$ cat src/hw/rtl/gfrd_pkg.sv
`timescale 1ns / 1ps
`default_nettype none
// ----------------------------------------------------------------------------
// gfrd_pkg
// Shared widths, constants and types of the gyro frame rate decoder.
// ----------------------------------------------------------------------------
package gfrd_pkg;

  localparam int unsigned RawW      = 14;
  localparam int unsigned RateW     = 18;
  localparam int unsigned DataW     = 32;
  localparam int unsigned AddrW     = 3;
  localparam int unsigned NumLanes  = 3;

  // lane order in the lane array
  localparam int unsigned LaneRoll  = 0;
  localparam int unsigned LanePitch = 1;
  localparam int unsigned LaneYaw   = 2;

  // register word index (paddr[AddrW-1:2])
  localparam logic RegThreshold = 1'b0;

  localparam logic [RawW-1:0] ThresholdReset = 14'd5000;
  localparam logic [RawW-1:0] SlowDeadband   = 14'd10;
  localparam logic [RawW-1:0] FastDeadband   = 14'd2;

  // per-lane findings handed to the merge stage
  typedef struct packed {
    logic                    above;    // raw strictly above threshold
    logic                    nonzero;  // lane holds a nonzero calibration
    logic signed [RateW-1:0] rate;     // rate against the held calibration
  } lane_res_t;

  // calibration write controls sent back to every lane
  typedef struct packed {
    logic capture;
    logic clear;
  } lane_ctl_t;

  // frame level decode of the current input item
  typedef struct packed {
    logic cmd;
    logic ext;
    logic frame;
    logic roll_slow;
    logic pitch_slow;
    logic yaw_slow;
  } frame_info_t;

endpackage
`default_nettype wire

$ cat src/hw/rtl/gfrd_if.sv
`timescale 1ns / 1ps
`default_nettype none
// ----------------------------------------------------------------------------
// gfrd_in_if / gfrd_out_if
// Valid/ready channels for sensor reports and decoded rate results.
// ----------------------------------------------------------------------------
interface gfrd_in_if;
  logic       valid;
  logic       ready;
  logic       cmd;
  logic [7:0] byte0;
  logic [7:0] byte1;
  logic [7:0] byte2;
  logic [7:0] byte3;
  logic [7:0] byte4;
  logic [7:0] byte5;

  modport source (output valid, cmd, byte0, byte1, byte2, byte3, byte4, byte5,
                  input ready);
  modport sink   (input valid, cmd, byte0, byte1, byte2, byte3, byte4, byte5,
                  output ready);
endinterface

interface gfrd_out_if;
  logic                                  valid;
  logic                                  ready;
  logic                                  gyro_frame;
  logic                                  extension_present;
  logic                                  roll_slow;
  logic                                  pitch_slow;
  logic                                  yaw_slow;
  logic signed [gfrd_pkg::RateW-1:0]     roll_rate;
  logic signed [gfrd_pkg::RateW-1:0]     pitch_rate;
  logic signed [gfrd_pkg::RateW-1:0]     yaw_rate;
  logic                                  calibrated;

  modport source (output valid, gyro_frame, extension_present, roll_slow, pitch_slow,
                  yaw_slow, roll_rate, pitch_rate, yaw_rate, calibrated,
                  input ready);
  modport sink   (input valid, gyro_frame, extension_present, roll_slow, pitch_slow,
                  yaw_slow, roll_rate, pitch_rate, yaw_rate, calibrated,
                  output ready);
endinterface
`default_nettype wire

$ cat src/hw/rtl/gfrd_axis_lane.sv
`timescale 1ns / 1ps
`default_nettype none
// ----------------------------------------------------------------------------
// gfrd_axis_lane
// One axis: holds its calibration, subtracts, scales and applies deadband.
// ----------------------------------------------------------------------------
module gfrd_axis_lane (
  input  wire logic                         clk_i,
  input  wire logic                         rst_ni,
  input  wire logic [gfrd_pkg::RawW-1:0]    raw_i,
  input  wire logic                         slow_i,
  input  wire logic [gfrd_pkg::RawW-1:0]    threshold_i,
  input  wire gfrd_pkg::lane_ctl_t          ctl_i,
  output gfrd_pkg::lane_res_t               res_o
);

  logic [gfrd_pkg::RawW-1:0]           cal_q, cal_d;
  logic signed [gfrd_pkg::RawW:0]      diff;
  logic [gfrd_pkg::RawW-1:0]           mag;
  logic signed [gfrd_pkg::RateW-1:0]   diff_ext;
  logic signed [gfrd_pkg::RateW-1:0]   fast_rate;

  always_comb begin
    cal_d = cal_q;
    if (ctl_i.clear) begin
      cal_d = '0;
    end else if (ctl_i.capture) begin
      cal_d = raw_i;
    end
  end

  always_ff @(posedge clk_i or negedge rst_ni) begin
    if (!rst_ni) begin
      cal_q <= '0;
    end else begin
      cal_q <= cal_d;
    end
  end

  assign diff      = $signed({1'b0, raw_i}) - $signed({1'b0, cal_q});
  assign mag       = diff[gfrd_pkg::RawW] ? gfrd_pkg::RawW'(-diff)
                                          : diff[gfrd_pkg::RawW-1:0];
  assign diff_ext  = {{(gfrd_pkg::RateW - gfrd_pkg::RawW - 1){diff[gfrd_pkg::RawW]}}, diff};
  // times five as shift and add
  assign fast_rate = (diff_ext <<< 2) + diff_ext;

  always_comb begin
    res_o.above   = raw_i > threshold_i;
    res_o.nonzero = |cal_q;
    if (slow_i) begin
      res_o.rate = (mag < gfrd_pkg::SlowDeadband) ? '0 : diff_ext;
    end else begin
      res_o.rate = (mag < gfrd_pkg::FastDeadband) ? '0 : fast_rate;
    end
  end

endmodule
`default_nettype wire

$ cat src/hw/rtl/gfrd_merge.sv
`timescale 1ns / 1ps
`default_nettype none
// ----------------------------------------------------------------------------
// gfrd_merge
// Combines the lane findings, decides calibration capture/clear and holds
// the result in the output register.
// ----------------------------------------------------------------------------
module gfrd_merge (
  input  wire logic                                         clk_i,
  input  wire logic                                         rst_ni,
  input  wire logic                                         in_valid_i,
  output logic                                              in_ready_o,
  input  wire gfrd_pkg::frame_info_t                        info_i,
  input  wire gfrd_pkg::lane_res_t [gfrd_pkg::NumLanes-1:0] lane_i,
  output gfrd_pkg::lane_ctl_t                               ctl_o,
  gfrd_out_if.source                                        out_o
);

  logic out_valid_q, out_valid_d;
  logic in_fire;
  logic all_above;
  logic held;
  logic capture_ok;
  logic calibrated_d;

  assign in_ready_o = !out_valid_q || out_o.ready;
  assign in_fire    = in_valid_i && in_ready_o;

  always_comb begin
    all_above = 1'b1;
    held      = 1'b0;
    for (int i = 0; i < gfrd_pkg::NumLanes; i++) begin
      all_above = all_above & lane_i[i].above;
      held      = held | lane_i[i].nonzero;
    end
  end

  // first capture only, and only on a decoded gyro frame
  assign capture_ok    = info_i.frame && all_above && !held;
  assign ctl_o.capture = in_fire && capture_ok;
  assign ctl_o.clear   = in_fire && info_i.cmd;

  assign calibrated_d = !info_i.cmd && (held || capture_ok);

  always_comb begin
    out_valid_d = out_valid_q;
    if (in_fire) begin
      out_valid_d = 1'b1;
    end else if (out_o.ready) begin
      out_valid_d = 1'b0;
    end
  end

  always_ff @(posedge clk_i or negedge rst_ni) begin
    if (!rst_ni) begin
      out_valid_q <= 1'b0;
    end else begin
      out_valid_q <= out_valid_d;
    end
  end

  // payload register, loaded on every input transfer
  always_ff @(posedge clk_i) begin
    if (in_fire) begin
      out_o.gyro_frame        <= info_i.frame;
      out_o.extension_present <= info_i.ext && !info_i.cmd;
      out_o.roll_slow         <= info_i.frame && info_i.roll_slow;
      out_o.pitch_slow        <= info_i.frame && info_i.pitch_slow;
      out_o.yaw_slow          <= info_i.frame && info_i.yaw_slow;
      // a capturing frame measures zero against itself
      out_o.roll_rate  <= (info_i.frame && !capture_ok) ? lane_i[gfrd_pkg::LaneRoll].rate  : '0;
      out_o.pitch_rate <= (info_i.frame && !capture_ok) ? lane_i[gfrd_pkg::LanePitch].rate : '0;
      out_o.yaw_rate   <= (info_i.frame && !capture_ok) ? lane_i[gfrd_pkg::LaneYaw].rate   : '0;
      out_o.calibrated <= calibrated_d;
    end
  end

  assign out_o.valid = out_valid_q;

endmodule
`default_nettype wire

$ cat src/hw/rtl/gyro_frame_rate_decoder.sv
`timescale 1ns / 1ps
`default_nettype none
// ----------------------------------------------------------------------------
// gyro_frame_rate_decoder
// Three-axis gyro report decoder with calibration capture and deadband.
// ----------------------------------------------------------------------------
//  channel   dir   handshake              carries
//  in_i      in    valid/ready            cmd, report bytes 0..5
//  out_o     out   valid/ready            flags, three rates, calibrated
//  apb       in    psel/penable/pwrite    calibration_threshold at 0x0
//
//  One report per cycle while the output is not stalled; a result appears in the cycle after its transfer.
//  The three axis lanes and the merge logic are one combinational step
//  ahead of the output register, which sets the latency.
//  Input is taken whenever the output register is empty or being drained.
//  Reset clears the calibration and loads the threshold with 5000.
// ----------------------------------------------------------------------------
module gyro_frame_rate_decoder (
  input  wire logic                          clk_i,
  input  wire logic                          rst_ni,
  gfrd_in_if.sink                            in_i,
  gfrd_out_if.source                         out_o,
  input  wire logic                          psel_i,
  input  wire logic                          penable_i,
  input  wire logic                          pwrite_i,
  input  wire logic [gfrd_pkg::AddrW-1:0]    paddr_i,
  input  wire logic [gfrd_pkg::DataW-1:0]    pwdata_i,
  output logic [gfrd_pkg::DataW-1:0]         prdata_o,
  output logic                               pready_o
);

  logic [gfrd_pkg::RawW-1:0]                  threshold_q, threshold_d;
  logic                                       reg_sel;
  gfrd_pkg::frame_info_t                      info;
  gfrd_pkg::lane_res_t [gfrd_pkg::NumLanes-1:0] lane_res;
  gfrd_pkg::lane_ctl_t                        lane_ctl;
  logic [gfrd_pkg::RawW-1:0]                  raw   [gfrd_pkg::NumLanes];
  logic                                       slow  [gfrd_pkg::NumLanes];
  logic                                       in_ready;

  // configuration port
  assign pready_o = 1'b1;
  assign reg_sel  = paddr_i[gfrd_pkg::AddrW-1:2] == gfrd_pkg::RegThreshold;

  always_comb begin
    threshold_d = threshold_q;
    if (psel_i && penable_i && pwrite_i && reg_sel) begin
      threshold_d = pwdata_i[gfrd_pkg::RawW-1:0];
    end
  end

  always_ff @(posedge clk_i or negedge rst_ni) begin
    if (!rst_ni) begin
      threshold_q <= gfrd_pkg::ThresholdReset;
    end else begin
      threshold_q <= threshold_d;
    end
  end

  assign prdata_o = reg_sel ? {{(gfrd_pkg::DataW - gfrd_pkg::RawW){1'b0}}, threshold_q} : '0;

  // report unpacking
  always_comb begin
    info.cmd        = in_i.cmd;
    info.ext        = in_i.byte4[0];
    info.frame      = !in_i.cmd && (!in_i.byte4[0] || in_i.byte5[1]);
    info.roll_slow  = in_i.byte4[1];
    info.pitch_slow = in_i.byte3[0];
    info.yaw_slow   = in_i.byte3[1];
  end

  assign raw[gfrd_pkg::LaneRoll]   = {in_i.byte4[7:2], in_i.byte1};
  assign raw[gfrd_pkg::LanePitch]  = {in_i.byte5[7:2], in_i.byte2};
  assign raw[gfrd_pkg::LaneYaw]    = {in_i.byte3[7:2], in_i.byte0};
  assign slow[gfrd_pkg::LaneRoll]  = info.roll_slow;
  assign slow[gfrd_pkg::LanePitch] = info.pitch_slow;
  assign slow[gfrd_pkg::LaneYaw]   = info.yaw_slow;

  for (genvar g = 0; g < gfrd_pkg::NumLanes; g++) begin : g_lane
    gfrd_axis_lane u_lane (
      .clk_i       (clk_i),
      .rst_ni      (rst_ni),
      .raw_i       (raw[g]),
      .slow_i      (slow[g]),
      .threshold_i (threshold_q),
      .ctl_i       (lane_ctl),
      .res_o       (lane_res[g])
    );
  end

  gfrd_merge u_merge (
    .clk_i      (clk_i),
    .rst_ni     (rst_ni),
    .in_valid_i (in_i.valid),
    .in_ready_o (in_ready),
    .info_i     (info),
    .lane_i     (lane_res),
    .ctl_o      (lane_ctl),
    .out_o      (out_o)
  );

  assign in_i.ready = in_ready;

endmodule
`default_nettype wire
$ cat src/flat_wrapper.sv
// flat-port wrapper written by rule: the top's interface ports become plain ports
module gyro_frame_rate_decoder_flat 
  (clk_i, rst_ni, psel_i, penable_i, pwrite_i, paddr_i, pwdata_i, prdata_o, pready_o, in_i_valid, in_i_cmd, in_i_byte0, in_i_byte1, in_i_byte2, in_i_byte3, in_i_byte4, in_i_byte5, in_i_ready, out_o_valid, out_o_gyro_frame, out_o_extension_present, out_o_roll_slow, out_o_pitch_slow, out_o_yaw_slow, out_o_roll_rate, out_o_pitch_rate, out_o_yaw_rate, out_o_calibrated, out_o_ready);
  gfrd_in_if in_i_i ();
  gfrd_out_if out_o_i ();
  input  wire logic clk_i;
  input  wire logic rst_ni;
  input  wire logic psel_i;
  input  wire logic penable_i;
  input  wire logic pwrite_i;
  input  wire logic [gfrd_pkg::AddrW-1:0] paddr_i;
  input  wire logic [gfrd_pkg::DataW-1:0] pwdata_i;
  output logic [gfrd_pkg::DataW-1:0] prdata_o;
  output logic pready_o;
  input wire logic [$bits(in_i_i.valid)-1:0] in_i_valid;
  input wire logic [$bits(in_i_i.cmd)-1:0] in_i_cmd;
  input wire logic [$bits(in_i_i.byte0)-1:0] in_i_byte0;
  input wire logic [$bits(in_i_i.byte1)-1:0] in_i_byte1;
  input wire logic [$bits(in_i_i.byte2)-1:0] in_i_byte2;
  input wire logic [$bits(in_i_i.byte3)-1:0] in_i_byte3;
  input wire logic [$bits(in_i_i.byte4)-1:0] in_i_byte4;
  input wire logic [$bits(in_i_i.byte5)-1:0] in_i_byte5;
  output wire logic [$bits(in_i_i.ready)-1:0] in_i_ready;
  output wire logic [$bits(out_o_i.valid)-1:0] out_o_valid;
  output wire logic [$bits(out_o_i.gyro_frame)-1:0] out_o_gyro_frame;
  output wire logic [$bits(out_o_i.extension_present)-1:0] out_o_extension_present;
  output wire logic [$bits(out_o_i.roll_slow)-1:0] out_o_roll_slow;
  output wire logic [$bits(out_o_i.pitch_slow)-1:0] out_o_pitch_slow;
  output wire logic [$bits(out_o_i.yaw_slow)-1:0] out_o_yaw_slow;
  output wire logic [$bits(out_o_i.roll_rate)-1:0] out_o_roll_rate;
  output wire logic [$bits(out_o_i.pitch_rate)-1:0] out_o_pitch_rate;
  output wire logic [$bits(out_o_i.yaw_rate)-1:0] out_o_yaw_rate;
  output wire logic [$bits(out_o_i.calibrated)-1:0] out_o_calibrated;
  input wire logic [$bits(out_o_i.ready)-1:0] out_o_ready;
  assign in_i_i.valid = in_i_valid;
  assign in_i_i.cmd = in_i_cmd;
  assign in_i_i.byte0 = in_i_byte0;
  assign in_i_i.byte1 = in_i_byte1;
  assign in_i_i.byte2 = in_i_byte2;
  assign in_i_i.byte3 = in_i_byte3;
  assign in_i_i.byte4 = in_i_byte4;
  assign in_i_i.byte5 = in_i_byte5;
  assign in_i_ready = in_i_i.ready;
  assign out_o_valid = out_o_i.valid;
  assign out_o_gyro_frame = out_o_i.gyro_frame;
  assign out_o_extension_present = out_o_i.extension_present;
  assign out_o_roll_slow = out_o_i.roll_slow;
  assign out_o_pitch_slow = out_o_i.pitch_slow;
  assign out_o_yaw_slow = out_o_i.yaw_slow;
  assign out_o_roll_rate = out_o_i.roll_rate;
  assign out_o_pitch_rate = out_o_i.pitch_rate;
  assign out_o_yaw_rate = out_o_i.yaw_rate;
  assign out_o_calibrated = out_o_i.calibrated;
  assign out_o_i.ready = out_o_ready;
  gyro_frame_rate_decoder u_core (.clk_i(clk_i), .rst_ni(rst_ni), .in_i(in_i_i), .out_o(out_o_i), .psel_i(psel_i), .penable_i(penable_i), .pwrite_i(pwrite_i), .paddr_i(paddr_i), .pwdata_i(pwdata_i), .prdata_o(prdata_o), .pready_o(pready_o));
endmodule
$ cat config.mk
export PLATFORM = sky130hd
export DESIGN_NAME = gyro_frame_rate_decoder_flat
export DESIGN_NICKNAME = d
export VERILOG_FILES = /design/src/hw/rtl/gfrd_pkg.sv /design/src/hw/rtl/gfrd_if.sv /design/src/hw/rtl/gfrd_axis_lane.sv /design/src/hw/rtl/gfrd_merge.sv /design/src/hw/rtl/gyro_frame_rate_decoder.sv /design/src/flat_wrapper.sv
export SDC_FILE = /design/constraint.sdc
export NUM_CORES = 1
export LEC_CHECK = 0
export BUFFER_PORTS_ARGS = -buffer_cell sky130_fd_sc_hd__buf_2
export CORE_MARGIN = 8
export CORE_UTILIZATION = 35
export CTS_CLUSTER_DIAMETER = 40
export DETAILED_ROUTE_END_ITERATION = 6
export PLACE_DENSITY = 0.66
export SKIP_CTS_REPAIR_TIMING = 1
export SLEW_MARGIN = 20
export SYNTH_ARGS = -nofsm -noshare
export SYNTH_HDL_FRONTEND = slang
export SYNTH_SLANG_ARGS = --single-unit
$ cat constraint.sdc
create_clock -name clk_i -period 6.45 [get_ports clk_i]
set_clock_uncertainty 0.2 [all_clocks]
set_input_delay 0.645 -clock clk_i [delete_from_list [all_inputs] [get_ports clk_i]]
set_output_delay 0.645 -clock clk_i [all_outputs]
set_load 0.02 [all_outputs]
Word-level counts from Yosys, hierarchy flattened

Index checks and enable logic that the tools add are counted.

Mux-type cells: 21
Add/subtract/negate cells: 9
Bitwise operators: 5
Reduce and logical (&&, ||, !) cells: 28
$lt $le $gt $ge: 9

Operator list:

| cell                                                | count |
|---|---|
| 2-to-1 mux 18 bit                                   | 9 |
| 2-to-1 mux 14 bit                                   | 10 |
| adder 17 x 15 -> 18 bit                             | 3 |
| subtractor 14 x 14 -> 15 bit                        | 3 |
| greater-than comparator 14 bit                      | 3 |
| < comparator 14 x 2 -> 1 bit, second input constant | 3 |
| < comparator 14 x 4 -> 1 bit, second input constant | 3 |
| negation 14 bit                                     | 3 |
| OR reduction 14 bit                                 | 3 |
| logical AND 1 bit                                   | 15 |
| zero test 1 bit                                     | 5 |
| nonzero test 2 bit                                  | 2 |
| logical OR 1 bit                                    | 3 |
| bitwise AND 1 bit                                   | 2 |
| 2-to-1 mux 1 bit                                    | 2 |
| OR 1 bit                                            | 2 |
| NOT 1 bit                                           | 1 |

Register bits after elaboration: 117
Bits of input ports: 91
Output and inout port bits: 95
Logic and storage cells: 86

Depth between registers and ports, before layout

Depth after elaboration: 8
Gate-level depth with buffers: 21
Gate-level depth less buffers: 21

Cells and area by module

From an unflattened synthesis, not the netlist that was laid out.

Cell total of the unflattened synthesis: 1456
Area, all modules: 12400.6 um^2

By module, submodules not included:

| module                                    | sequential area each (um^2) | cells each | instances | area an instance (um^2) |
|---|---|---|---|---|
| gfrd_axis_lane at u_core.g_lane[0].u_lane | 350.3                       | 429        | 1         | 3304.4 |
| gfrd_axis_lane at u_core.g_lane[1].u_lane | 350.3                       | 381        | 1         | 2931.6 |
| gfrd_axis_lane at u_core.g_lane[2].u_lane | 350.3                       | 378        | 1         | 2851.5 |
| gfrd_merge                                | 1826.8                      | 200        | 1         | 2471.1 |
| gyro_frame_rate_decoder                   | 356.6                       | 68         | 1         | 842.1 |

Least setup slack after synthesis

No wires, ideal clock.

Kind: input to register
Start point: input in_i_byte1[0]
End point: register u_core.u_merge.out_o.roll_rate[16] (netlist bit) (data pin)
Buffers on the path: 0
Stages on the path: 20
Data arrival time: 4.700 ns
Setup slack: 1.289 ns
Setup time: 0.261 ns
Required time: 5.989 ns
Cell sequence: inv_1 ha_1 inv_1 fa_1 a211oi_4 o21bai_2 a2111o_1 a21o_1 nand2_1 clkinv_1 ha_1 or2_2 a21oi_1 a21oi_1 maj3_1 a221oi_1 o21bai_1 a21o_1 a21oi_1 o22ai_1

Word-level cells in the longest chain between the ends: 7
Elaborated cells on any way between the ends: 16
Classes of those cells: add/sub (3); order compare (3); mux (4); bitwise (2); reduce/logical (4)

Ends and longest elaborated chain:

| item                                                                 | RTL line           | source |
|---|---|---|
| from (decl)                                                          | flat_wrapper.sv:18 | `input wire logic [$bits(in_i_i.byte1)-1:0] in_i_byte1;` |
| branches (longest 7 deep; another with subtractor 14 x 14 -> 15 bit) | n/a                |  |
| to (signal assigned)                                                 | gfrd_merge.sv:71   | `out_o.roll_rate <= (info_i.frame && !capture_ok) ? lane_i[gfrd_pkg::LaneRoll].rate : '0;` |
| to (decl)                                                            | gfrd_if.sv:38      | `yaw_slow, roll_rate, pitch_rate, yaw_rate, calibrated,` |

Parallel ways; which one is timed is not known.
A chain may end at the register's enable or synchronous reset.

Worst setup path in the final report

Same ends and word-level chain as after synthesis.

==> qor.txt <==
Run status: finished, final reports clean
Drt drc: 0
Port bufs: 145
# fillers: 3291
DR vias: 10403
WL/cell: 17.75 µm
Static Leak: 0.005741 µW
Top cells by area, synth: edfxtp_1, ha_1, dfrtp_1
Worst path depth: 21
Multi-input logic area: 0.007367 mm²
Worst path arrival time: 5.30 ns
Maximum number of pins on one net before global-route repair: 58
Final cell count without fillers: 1916
Initial DRC Count: 609
Worst-skew pair later-pin latency: 0.43 ns
Synth top area share: 15.82%
Clock transition at path regs: 0.06 ns
Maxcap violations: 0
CP Cell Sequence: buf_2, inv_1, ha_1, inv_1, fa_1, a211oi_4, o21bai_2, a2111o_1, a21o_1, nand2_1, clkinv_1, ha_1, or2_2, a21oi_1, a21oi_1, maj3_1, a221oi_1, o21bai_1, a21o_1, a21oi_1, o22ai_1
Initial Utilization: 35.27%
Clock sink total: 117
Initial antenna violation count: 9
# placed instances: 1882
Unique masters post-synth: 96
Synth async-reset ratio: 48.72%
Nets: 1676
H-tree levels: 4
Number of global-route vias before repair: 10125
Most frequent cell after synthesis: inv_1
Final hold violations: 0
Crit path kind: in2reg
Routed Antenna Nets: 0
Hpwl dp: 26560 µm
First-pass GRT wire length: 54120 µm
Die Span Y: 196.4 µm
Global Route Usage Sum: 17.36%
Row count: 66
Worst setup SP type: input pin
Top FF cell, synth: edfxtp_1
Area grow syn2layout: 15.66%
Gate Count Post-Synth: 1327
CP most frequent cell: a21oi_1
RR Startpoint: u_core.g_lane[0].u_lane.cal_q[0]
Slowest stage cell, crit path: fa_1
Storage cell area: 0.003234 mm²
Most frequent cells after synthesis: inv_1, ha_1, o21ai_0, nor2_1, a21oi_1
Measured slew at the worst slew-check pin: 0.8505 ns
CTS root buf: clkbuf_16
Fin util: 40.79%
Total core area: 0.03229 mm²
TNS Setup: 0 ns
Worst R2R Path Depth: 19
Yosys reg bits: 117
Fmax: 0.1873 GHz
Hold crit path type: in2async
Worst slack at placement: 0.7118 ns
Critical-path maximum fanout: 9
Global route overflow: 0
Slew Viols, Final: 0
DIE AREA: 0.03857 mm²
Worst Setup SP: in_i_byte1[0]
Yosys warnings: 0
Post-synth EDFFs: 60
CP delay by family, top: compound AO/OA/AOI/OAI gates
Buffers & Inverters on Critical Path: 4
Period utilisation layout: 82.76%
Drt total wl: 34000 µm
Cell Area, Synth: 0.01139 mm²
IO Count: 186
Power per Cell Area: 374.0 mW/mm²
Max_slew headroom: 43.30%
RSZ-0062 raised after global routing: no
Final setup margin: 1.112 ns
RD Place Congestion: 0.8989
WP data required: 6.41 ns
Share of cells above drive strength 1: 17.46%
Worst setup EP type: flop
Vias/cell: 5.430
Setup Viol. Count Final: 0
Syn_area_per_cell: 8.582 µm²
Slowest cell delay on critical path: 0.46 ns
Synth area leader: edfxtp_1
TritonCTS Buffers: 17
CTS tree: built
IR drop worst, VDD: 0.2018 mV
Clk buf depth: 2
Die width: 196.4 µm
1st-pass router iterations: 4
Seq/Total Area, Yosys: 28.40%
Crit path time final: 5.338 ns
## metrics by stage
stage	hold slack [ns]	cell area [µm²]	total power [µW]
after detailed placement	0.2953	12490	3809
final	0.1653	13170	4926
after CTS	0.2006	13170	4927
after global routing	0.2273	13170	5317
after floorplan	0.1494	11450	3177
after global placement	0.2877	12490	3729
## logic make-up (layout without fill, tap and decap cells)
family                   Yosys count  after routing  share of synthesized area, %
buffers and inverters            199            327                         7.537
adder cells (fa/ha/maj)          130            130                         14.59
AO/OA/AOI/OAI                    411            411                         24.45
other                              2             21                       0.06594
AND/OR/NAND/NOR                  390            390                         18.39
flip-flops                       117            117                         28.40
XOR/XNOR                          55             55                         4.362
multiplexers                      23             23                         2.208
## final timing paths
path | slack, ns | to
worst max register to register | 1.15 | u_core.u_merge.out_o.roll_rate[16]
min in group clk_i | 0.22 | u_core.u_merge.out_o.valid
worst max-delay path | 1.11 | u_core.u_merge.out_o.roll_rate[16]
max in group asynchronous | 5.37 | u_core.g_lane[2].u_lane.cal_q[2]
worst min-delay path | 0.17 | u_core.threshold_q[5]
worst min register to register | 0.31 | u_core.threshold_q[4]
## layer usage
metal	up-vias	global-route usage [%]	share of wire [%]
li1	5139	-	-
met1	4970	21.52	44
met2	221	29.42	48
met3	59	3.889	4.9
met4	14	6.008	2.3
met5	-	0	0.23
## worst reg2reg max path, cell delays in order, from the launching register on
cell and delay (ns):
dfrtp_1 0.42, ha_1 0.22, inv_1 0.06, fa_1 0.46
a211oi_4 0.32, o21bai_2 0.11, a2111o_1 0.42, a21o_1 0.22
nand2_1 0.12, clkinv_1 0.22, ha_1 0.40, or2_2 0.28
a21oi_1 0.24, a21oi_1 0.13, maj3_1 0.37, a221oi_1 0.31
o21bai_1 0.11, a21o_1 0.19, a21oi_1 0.14, o22ai_1 0.09
## sequential cells by signal (all words and copies together) (netlist names)
| signal | flops |
|---|---|
| u_core.u_merge.out_o.pitch_rate | 18 |
| u_core.u_merge.out_o.roll_rate | 18 |
| u_core.g_lane.u_lane.cal_q | 42 |
| u_core.u_merge.out_o.gyro_frame | 1 |
| u_core.u_merge.out_o.pitch_slow | 1 |
| u_core.u_merge.out_o.yaw_rate | 18 |
| u_core.u_merge.out_o.valid | 1 |
| u_core.u_merge.out_o.extension_present | 1 |
| u_core.u_merge.out_o.roll_slow | 1 |
| u_core.u_merge.out_o.yaw_slow | 1 |
| u_core.u_merge.out_o.calibrated | 1 |
| u_core.threshold_q | 14 |
## where the power goes
group	switching, µW	internal, µW	total, µW
Sequential	48.6	935	984
Clock	381	712	1090
Combinational	1730	1120	2850
Total	2160	2770	4930
## cell usage in the layout (no fill, tap or decap), drive strengths merged, types with 13 or more instances in the layout
master / count
nor2: 90
nor4: 14
nor3: 29
clkbuf: 23
xor2: 19
and2: 13
ha: 120
nor2b: 20
nand3b: 42
a21o: 23
inv: 137
o21ai: 99
nand4: 15
nand2: 63
a211oi: 14
edfxtp: 60
nand2b: 15
mux2: 17
o211ai: 13
conb: 19
or2: 17
or3: 15
o22ai: 32
xnor2: 36
a21oi: 88
nand3: 28
dfrtp: 52
o21a: 23
and3: 14
buf: 158
## cell type report
| type | instances | area share (%) |
|---|---|---|
| diodes | 2 | 0.03800 |
| clock buffers | 23 | 4.123 |
| clock inverters | 9 | 0.9974 |
| inverters | 137 | 3.904 |
| multi-input cells | 1028 | 55.93 |
| flip-flops and latches | 117 | 24.56 |
| well taps | 442 | 4.199 |
| repair buffers | 158 | 6.251 |
No activity file was read; power rests on OpenSTA's default activity.
